--- src/hw/rtl/stsu_pkg.sv ---
`default_nettype none
// ----------------------------------------------------------------------------
// Software timer slots: shared definitions
// Command codes, controller states, widths and the command/status bundles
// that pass between the controller and the datapath.
// ----------------------------------------------------------------------------
package stsu_pkg;

    // Default number of timer slots.
    localparam int NUM_SLOTS_DEF = 16;

    // Field widths of the stream payloads.
    localparam int SLOT_W    = 4;
    localparam int CNT_W     = 32;
    localparam int S_TDATA_W = 40;
    localparam int S_TUSER_W = 2;
    localparam int M_TDATA_W = 8;

    // Command carried by each input item.
    typedef enum logic [1:0] {
        OP_TICK = 2'd0,
        OP_SET  = 2'd1,
        OP_ADD  = 2'd2,
        OP_DEL  = 2'd3
    } op_t;

    // Controller states.
    typedef enum logic [1:0] {
        ST_IDLE,
        ST_UPDATE,
        ST_FLUSH
    } state_t;

    // Controller to datapath commands.
    typedef struct packed {
        logic apply;       // execute a set, add or delete command
        logic walk_start;  // begin a tick walk at slot zero
        logic walk_step;   // update the current slot and read the next one
        logic flush;       // hand the held expiry to the output as the last one
    } cmd_t;

    // Datapath to controller status.
    typedef struct packed {
        logic stall;       // an expiry cannot be placed because the output is full
        logic idx_last;    // the walk sits on the highest slot
        logic flush_ok;    // the final expiry can be handed off
    } status_t;

endpackage
`default_nettype wire

--- src/hw/rtl/stsu_datapath.sv ---
`default_nettype none
// ----------------------------------------------------------------------------
// Software timer slots: datapath
// Holds the slot table, applies commands, walks the slots on a tick and
// keeps one expiry pending so the final one of a tick can be marked.
// ----------------------------------------------------------------------------
module stsu_datapath #(
    parameter int NUM_SLOTS = stsu_pkg::NUM_SLOTS_DEF
) (
    input  wire                          aclk,
    input  wire                          aresetn,
    input  stsu_pkg::cmd_t               cmd,
    output stsu_pkg::status_t            stat,
    input  wire  [1:0]                   in_op,
    input  wire  [stsu_pkg::SLOT_W-1:0]  in_slot,
    input  wire  [stsu_pkg::CNT_W-1:0]   in_interval,
    input  wire                          in_repeat,
    output logic                         out_valid,
    input  wire                          out_ready,
    output logic [stsu_pkg::SLOT_W-1:0]  out_slot,
    output logic                         out_last
);

    localparam int IW = (NUM_SLOTS > 1) ? $clog2(NUM_SLOTS) : 1;

    // Slot table: flags in flip-flops, counts and reloads in memories.
    logic [NUM_SLOTS-1:0]         active_reg;
    logic [NUM_SLOTS-1:0]         wvld_reg;
    logic [stsu_pkg::CNT_W-1:0]   count_mem  [0:NUM_SLOTS-1];
    logic [stsu_pkg::CNT_W-1:0]   reload_mem [0:NUM_SLOTS-1];

    logic [stsu_pkg::CNT_W-1:0]   rd_cnt_reg;
    logic [stsu_pkg::CNT_W-1:0]   rd_rld_reg;
    logic                         rd_vld_reg;
    logic [IW-1:0]                idx_reg;

    logic                         pend_valid_reg;
    logic                         pend_valid_next;
    logic [stsu_pkg::SLOT_W-1:0]  pend_slot_reg;
    logic                         out_valid_reg;
    logic                         out_valid_next;
    logic [stsu_pkg::SLOT_W-1:0]  out_slot_reg;
    logic                         out_last_reg;

    logic                         slot_ok;
    logic [IW-1:0]                slot_idx;
    logic [stsu_pkg::CNT_W-1:0]   cur_cnt;
    logic [stsu_pkg::CNT_W-1:0]   cur_rld;
    logic [stsu_pkg::CNT_W-1:0]   dec_cnt;
    logic                         cur_active;
    logic                         fire;
    logic                         out_free;
    logic                         rd_en;
    logic [IW-1:0]                rd_addr;
    logic                         set_we;
    logic                         walk_we;
    logic                         mem_we;
    logic [IW-1:0]                wr_addr;
    logic [stsu_pkg::CNT_W-1:0]   wr_cnt;
    logic [stsu_pkg::CNT_W-1:0]   wr_rld;
    logic                         out_load;
    logic                         out_load_last;

    // Command decode for the addressed slot.
    assign slot_ok  = {3'b000, in_slot} < 7'(NUM_SLOTS);
    assign slot_idx = IW'(in_slot);
    assign set_we   = cmd.apply && (stsu_pkg::op_t'(in_op) == stsu_pkg::OP_SET) && slot_ok
                      && !active_reg[slot_idx];

    // Current slot of the walk; entries never written read as zero.
    assign cur_cnt    = rd_vld_reg ? rd_cnt_reg : '0;
    assign cur_rld    = rd_vld_reg ? rd_rld_reg : '0;
    assign dec_cnt    = cur_cnt - 32'd1;
    assign cur_active = active_reg[idx_reg];
    assign fire       = cur_active && (dec_cnt == '0);
    assign walk_we    = cmd.walk_step && cur_active;

    // Output register is free when empty or being drained.
    assign out_free = !out_valid_reg || out_ready;

    assign stat.stall    = fire && pend_valid_reg && !out_free;
    assign stat.idx_last = (idx_reg == IW'(NUM_SLOTS - 1));
    assign stat.flush_ok = !pend_valid_reg || out_free;

    // Read port: slot zero on start, otherwise one ahead of the walk.
    assign rd_en   = cmd.walk_start || cmd.walk_step;
    assign rd_addr = cmd.walk_start ? '0 : IW'(idx_reg + IW'(1));

    // Write port: set command or walk write-back.
    assign mem_we  = set_we || walk_we;
    assign wr_addr = cmd.apply ? slot_idx : idx_reg;
    assign wr_cnt  = set_we ? in_interval
                   : ((fire && (cur_rld != '0)) ? cur_rld : dec_cnt);
    assign wr_rld  = set_we ? (in_repeat ? in_interval : '0) : cur_rld;

    // Count and reload memories with registered read.
    always_ff @(posedge aclk) begin
        if (mem_we) begin
            count_mem[wr_addr]  <= wr_cnt;
            reload_mem[wr_addr] <= wr_rld;
        end
        if (rd_en) begin
            rd_cnt_reg <= count_mem[rd_addr];
            rd_rld_reg <= reload_mem[rd_addr];
        end
    end

    // Active flags, written flags and the walk index.
    always_ff @(posedge aclk) begin
        if (!aresetn) begin
            active_reg <= '0;
            wvld_reg   <= '0;
            rd_vld_reg <= 1'b0;
            idx_reg    <= '0;
        end else begin
            if (mem_we) begin
                wvld_reg[wr_addr] <= 1'b1;
            end
            if (rd_en) begin
                rd_vld_reg <= wvld_reg[rd_addr];
            end
            if (cmd.walk_start) begin
                idx_reg <= '0;
            end else if (cmd.walk_step) begin
                idx_reg <= IW'(idx_reg + IW'(1));
            end
            if (cmd.apply && slot_ok) begin
                unique case (stsu_pkg::op_t'(in_op))
                    stsu_pkg::OP_ADD: active_reg[slot_idx] <= 1'b1;
                    stsu_pkg::OP_DEL: active_reg[slot_idx] <= 1'b0;
                    stsu_pkg::OP_TICK,
                    stsu_pkg::OP_SET: ;
                endcase
            end else if (walk_we && fire && (cur_rld == '0)) begin
                active_reg[idx_reg] <= 1'b0;
            end
        end
    end

    // Expiry hand-off: a new expiry pushes the pending one out as not last.
    always_comb begin
        out_load      = 1'b0;
        out_load_last = 1'b0;
        pend_valid_next = pend_valid_reg;
        if (cmd.walk_step && fire) begin
            out_load        = pend_valid_reg;
            pend_valid_next = 1'b1;
        end else if (cmd.flush && pend_valid_reg) begin
            out_load        = 1'b1;
            out_load_last   = 1'b1;
            pend_valid_next = 1'b0;
        end
        if (out_load) begin
            out_valid_next = 1'b1;
        end else if (out_ready) begin
            out_valid_next = 1'b0;
        end else begin
            out_valid_next = out_valid_reg;
        end
    end

    // Control bits of the pending and output registers.
    always_ff @(posedge aclk) begin
        if (!aresetn) begin
            pend_valid_reg <= 1'b0;
            out_valid_reg  <= 1'b0;
        end else begin
            pend_valid_reg <= pend_valid_next;
            out_valid_reg  <= out_valid_next;
        end
    end

    // Payload of the pending and output registers.
    always_ff @(posedge aclk) begin
        if (cmd.walk_step && fire) begin
            pend_slot_reg <= stsu_pkg::SLOT_W'(idx_reg);
        end
        if (out_load) begin
            out_slot_reg <= pend_slot_reg;
            out_last_reg <= out_load_last;
        end
    end

    assign out_valid = out_valid_reg;
    assign out_slot  = out_slot_reg;
    assign out_last  = out_last_reg;

`ifndef NO_ASSERTIONS
    // A pending expiry is only pushed out into a free output register.
    assert property (@(posedge aclk) disable iff (!aresetn)
        (cmd.walk_step && fire && pend_valid_reg) |-> out_free)
        else $error("expiry pushed into a full output register");

    // The final expiry is handed off only into a free output register.
    assert property (@(posedge aclk) disable iff (!aresetn)
        (cmd.flush && pend_valid_reg) |-> out_free)
        else $error("final expiry handed into a full output register");

    // After the flush nothing remains pending.
    assert property (@(posedge aclk) disable iff (!aresetn)
        cmd.flush |=> !pend_valid_reg)
        else $error("expiry left pending after a tick");

    // Commands outside a walk never meet a pending expiry.
    assert property (@(posedge aclk) disable iff (!aresetn)
        (cmd.apply || cmd.walk_start) |-> !pend_valid_reg)
        else $error("pending expiry outside of a tick walk");
`endif

endmodule
`default_nettype wire

--- src/hw/rtl/stsu_ctrl.sv ---
`default_nettype none
// ----------------------------------------------------------------------------
// Software timer slots: controller
// Accepts commands in idle, sequences the slot walk of a tick and the
// hand-off of the last expiry.
// ----------------------------------------------------------------------------
module stsu_ctrl (
    input  wire                aclk,
    input  wire                aresetn,
    input  wire                in_valid,
    output logic               in_ready,
    input  wire  [1:0]         in_op,
    output stsu_pkg::cmd_t     cmd,
    input  stsu_pkg::status_t  stat
);

    stsu_pkg::state_t state_reg;
    stsu_pkg::state_t state_next;
    logic             is_tick;

    assign is_tick = (stsu_pkg::op_t'(in_op) == stsu_pkg::OP_TICK);

    // Next state.
    always_comb begin
        state_next = state_reg;
        unique case (state_reg)
            stsu_pkg::ST_IDLE: begin
                if (in_valid && is_tick) begin
                    state_next = stsu_pkg::ST_UPDATE;
                end
            end
            stsu_pkg::ST_UPDATE: begin
                if (!stat.stall && stat.idx_last) begin
                    state_next = stsu_pkg::ST_FLUSH;
                end
            end
            stsu_pkg::ST_FLUSH: begin
                if (stat.flush_ok) begin
                    state_next = stsu_pkg::ST_IDLE;
                end
            end
            default: state_next = stsu_pkg::ST_IDLE;
        endcase
    end

    // Outputs.
    always_comb begin
        in_ready       = 1'b0;
        cmd.apply      = 1'b0;
        cmd.walk_start = 1'b0;
        cmd.walk_step  = 1'b0;
        cmd.flush      = 1'b0;
        unique case (state_reg)
            stsu_pkg::ST_IDLE: begin
                in_ready       = 1'b1;
                cmd.apply      = in_valid && !is_tick;
                cmd.walk_start = in_valid && is_tick;
            end
            stsu_pkg::ST_UPDATE: cmd.walk_step = !stat.stall;
            stsu_pkg::ST_FLUSH:  cmd.flush     = stat.flush_ok;
            default: ;
        endcase
    end

    // State register.
    always_ff @(posedge aclk) begin
        if (!aresetn) begin
            state_reg <= stsu_pkg::ST_IDLE;
        end else begin
            state_reg <= state_next;
        end
    end

`ifndef NO_ASSERTIONS
    // A tick always enters the walk.
    assert property (@(posedge aclk) disable iff (!aresetn)
        cmd.walk_start |=> (state_reg == stsu_pkg::ST_UPDATE))
        else $error("tick did not start a walk");

    // No slot is stepped while the walk is stalled.
    assert property (@(posedge aclk) disable iff (!aresetn)
        stat.stall |-> !cmd.walk_step)
        else $error("slot stepped during a stall");

    // Items are taken only in idle.
    assert property (@(posedge aclk) disable iff (!aresetn)
        (cmd.apply || cmd.walk_start) |-> (state_reg == stsu_pkg::ST_IDLE))
        else $error("command taken outside of idle");
`endif

endmodule
`default_nettype wire

--- src/hw/rtl/software_timer_slots_unit.sv ---
`default_nettype none
// ----------------------------------------------------------------------------
// Software timer slots unit
// A table of one-shot and periodic timer slots driven by set, activate,
// delete and tick commands; each tick reports the slots that expired.
// ----------------------------------------------------------------------------
// Set, activate and delete are applied as they are taken in idle. A tick walks
// the slots one per cycle through the one read port and one write port of the
// count and reload memories, pausing only while the result channel is held off
// with expiries waiting, and holds off new items until it is done. Expiries
// come out in ascending slot order, the final one of a tick with tlast set; a
// new item is taken while the last result still waits to be taken.
module software_timer_slots_unit #(
    parameter int NUM_SLOTS = stsu_pkg::NUM_SLOTS_DEF
) (
    input  wire                               aclk,
    input  wire                               aresetn,
    input  wire                               s_tvalid,
    output logic                              s_tready,
    input  wire  [stsu_pkg::S_TDATA_W-1:0]    s_tdata,  // slot[3:0], interval[35:4],
                                                        // repeat_req[36], zero fill
    input  wire  [stsu_pkg::S_TUSER_W-1:0]    s_tuser,  // operation[1:0]
    output logic                              m_tvalid,
    input  wire                               m_tready,
    output logic [stsu_pkg::M_TDATA_W-1:0]    m_tdata,  // fired_slot[3:0], zero fill
    output logic                              m_tlast   // last_of_tick
);

    stsu_pkg::cmd_t               cmd;
    stsu_pkg::status_t            stat;
    logic [stsu_pkg::SLOT_W-1:0]  out_slot;

    // Command sequencing.
    stsu_ctrl u_ctrl (
        .aclk     (aclk),
        .aresetn  (aresetn),
        .in_valid (s_tvalid),
        .in_ready (s_tready),
        .in_op    (s_tuser[1:0]),
        .cmd      (cmd),
        .stat     (stat)
    );

    // Slot table and expiry reporting.
    stsu_datapath #(
        .NUM_SLOTS (NUM_SLOTS)
    ) u_datapath (
        .aclk        (aclk),
        .aresetn     (aresetn),
        .cmd         (cmd),
        .stat        (stat),
        .in_op       (s_tuser[1:0]),
        .in_slot     (s_tdata[3:0]),
        .in_interval (s_tdata[35:4]),
        .in_repeat   (s_tdata[36]),
        .out_valid   (m_tvalid),
        .out_ready   (m_tready),
        .out_slot    (out_slot),
        .out_last    (m_tlast)
    );

    assign m_tdata = {4'b0000, out_slot};

endmodule
`default_nettype wire

--- config.mk ---
export PLATFORM = sky130hd
export DESIGN_NAME = software_timer_slots_unit
export DESIGN_NICKNAME = d
export VERILOG_FILES = /design/src/hw/rtl/stsu_pkg.sv /design/src/hw/rtl/stsu_datapath.sv /design/src/hw/rtl/stsu_ctrl.sv /design/src/hw/rtl/software_timer_slots_unit.sv
export SDC_FILE = /design/constraint.sdc
export NUM_CORES = 2
export LEC_CHECK = 0
export BUFFER_PORTS_ARGS = -buffer_cell sky130_fd_sc_hd__buf_2
export CAP_MARGIN = 0
export CORE_UTILIZATION = 35
export CTS_CLUSTER_DIAMETER = 60
export DETAILED_ROUTE_END_ITERATION = 10
export PLACE_DENSITY = 0.58
export SLEW_MARGIN = 20
export SYNTH_ARGS = -nofsm -noshare
export SYNTH_HDL_FRONTEND = slang
export SYNTH_SLANG_ARGS = --single-unit
--- constraint.sdc ---
create_clock -name aclk -period 6.3 [get_ports aclk]
set_clock_uncertainty 0.2 [all_clocks]
set_input_delay 0.315 -clock aclk [delete_from_list [all_inputs] [get_ports aclk]]
set_output_delay 0.315 -clock aclk [all_outputs]
set_load 0.05 [all_outputs]
==> impl_results.md <==
* H-tree Lvls at 3
* Worst-Margin Slew at 1.18 ns
* Final hold violations at 0
* FFs w/ async S/R, synth at 0%
* Number of flops mapped to enable cells by yosys at 1097
* Core area at 132000 sq um
* Longest Clk Path Bufs at 3
* Post-CTS setup buffers at 0
* Placed cells at 5085
* Vias per inst at 5.62
* Rows at 133
* Initial DRC Count at 3412
* Final setup violation count at 0
* First-pass GRT wire length at 187000 microns
* Startpoint class of the critical path: flop
* Clk Latency, worst-skew pair at 0.71 ns
* Area growth, synth to finish at 13.3%
* CTS tree: yes
* Port bufs at 49
* Ys flop type: edfxtp_1
* Area of the multi-input gates at 12300 sq um
* Hold_ws at 0.0480 ns
* Chip width at 368 microns
* DRC at 0
* Hold Path Class: in2reg
* Die height at 368 microns
* Hpwl dp at 65000 microns
* Grt total ovfl at 0
* Die area at 135000 sq um
* Final worst-path cycle share at 88.3%
* Root Buffer: clkbuf_16
* Fillers at 12300
* Starting Density at 35.5%
* Sequential area share after synthesis at 72.0%
* Clock Pin Slew Worst Setup and Hold Paths at 0.07 ns
* Largest net degree at the start of global routing at 151
* Crit-path max FO at 18
* Maximum VDD drop at 0.211 mV
* ANT nets after route at 0
* Tmin final at 5.56 ns
* Biggest regs: u_datapath.count_mem: 512 flops, u_datapath.reload_mem: 512 flops
* Slew HR at 20.6%
* Initial antenna violation count at 1
* Slew Viols, Final at 0
* Gpl congestion at 0.882
* Worst Path Arrival at 5.94 ns
* Post-Synthesis Cell Area at 46900 sq um
* Worst Setup End Kind: flop
* Final Power at 16.0 mW
* Fmax achieved at 180 MHz
* Final net count at 3506
* Finished Layout Cells at 5306
* Routed WL at 128000 microns
* Status: complete, no violations
* Yosys reg bits at 1138
* Kind of critical path: reg2reg
* Num CTS Buffers at 115
* Sinks on Clock Net at 1138
* Layout cells sized above 1 at 10.1%
* Io pins at 57
* Distinct cells, synth at 80
* Vias in the first global route at 28000
* Sequential cell area at 33800 sq um
* Max_cap viols at 0
* Syn_area_per_cell at 13.6 sq um
* WL/cell at 24.2 microns
* CP Data Required Time at 6.68 ns
* Final Util at 40.2%
* Warnings, synthesis at 0
* Global Route Usage Sum at 18.4%
* Via count at 29800
* Syn Inst Count at 3459
* RSZ-0062 raised after global routing: false
* Pwr dens at 301 nW/um^2
* Initial DRT Pass Iterations at 6
* Leakage at 16.7 nW
* Setup TNS at 0 ns
-- report_power, final --
group          switching (mW)  internal, mW  leakage, nW  total, mW
clock network            2.82          3.74         1.74       6.57
registers              0.0617          8.42         10.4       8.48
logic                   0.678         0.248         4.55      0.926
-- per-layer routing --
metal	wire length [microns]	share of wire, %	vias to the layer above	track usage [%]
li1	-	-	13400	-
met1	56900	44	15000	26.7
met2	58000	45	1246	28.0
met3	10600	8.3	187	3.66
met4	2730	2.1	2	5.04
met5	13	0.010	-	0
-- metrics by stage --
stage | cell area [sq um] | worst slack (ns)
floorplan | 46900 | -0.536
global placement | 49400 | 1.23
detailed placement | 49400 | 1.18
CTS | 53100 | 1.01
global route | 53100 | 0.628
finish | 53100 | 0.738
-- final timing paths --
path	from	end	slack, ns	cells after the start
min	s_tdata[33]	u_datapath.count_mem[11][29]	0.05	3
max	u_datapath.rd_cnt_reg[12]	flop	0.74	11
max reg2reg	u_datapath.rd_cnt_reg[12]	flop	0.74	11
min reg2reg	u_datapath.pend_slot_reg[2]	u_datapath.out_slot[2]	0.22	0
-- synth_stat cells (all sizes together), types with 29 or more instances --
master | instances | share of area (%)
nand3 | 335 | 3.6
a211oi | 129 | 2.1
o21ai | 29 | 0.31
clkbuf | 228 | 1.8
a21oi | 117 | 1.3
o32ai | 129 | 2.4
dfxtp | 41 | 1.8
nor2 | 92 | 0.75
nand2 | 656 | 5.3
buf | 39 | 0.46
mux2i | 133 | 2.8
edfxtp | 1097 | 70
a31oi | 90 | 1.2
a311oi | 68 | 1.3
-- critical path: stages (launching register included) --
cell and delay, ns:
edfxtp_1 0.43, nor3_1 0.56, nand3_1 0.14, buf_4 0.23, nor4_1 0.34, mux2i_1 0.48
o2111ai_1 0.33, nor3_1 0.92, and3_1 0.89, o2bb2a_1 0.29, o21ai_1 0.06, dlygate4sd3_1 0.55
-- area by class of cell --
type / instances / area share [%]
Antenna cell: 1 / 0.00471
Timing Repair Buffer: 142 / 2.35
Multi-Input combinational cell: 2045 / 23.1
Tap cell: 1755 / 4.14
Clock buffer: 160 / 5.90
Clock inverter: 53 / 0.839
Inverter: 12 / 0.0848
Sequential cell: 1138 / 63.6
-- layout by cell type (no fill, tap or decap), types with 13 or more instances in the layout --
cell type  synthesis  layout
a21oi_1          115     113
edfxtp_1        1097    1097
nor2b_1           16      16
clkbuf_16          0     119
dfxtp_1           41      39
nand2_1          655     651
nor4_1            21      21
o22ai_1           13      13
nor2_1            91      73
nor3_1            28      28
a311oi_1          67      67
a211oi_1         129     129
xnor2_1           13      13
o32ai_1          129     129
clkinv_1           0      25
nor2_4             1      19
clkbuf_1         228      41
mux2i_1          133     133
clkinv_2           0      13
buf_4              9      63
o21ai_0           21      20
nand3_1          335     335
buf_12             0      23
buf_2             12      49
a31oi_1           90      88
-- cells by family after synthesis --
logic type / Yosys count / share of synthesized area [%]
AND/OR/NAND/NOR: 1214 / 11.5
AO/OA/AOI/OAI: 657 / 10.2
flip-flops: 1138 / 72.0
multiplexers: 148 / 3.39
buffers and inverters: 279 / 2.39
adder cells (fa/ha/maj): 6 / 0.160
other: 1 / 0.00800
XOR/XNOR: 16 / 0.299
-- what timing repair did --
| item | 4_1_cts | 5_1_grt |
|---|---|---|
| hold endpoints to repair | 22 | 0 |
| hold buffers | 7 | 0 |
| gates resized for setup | 0 | 0 |
(Power assumes the default switching activity.)
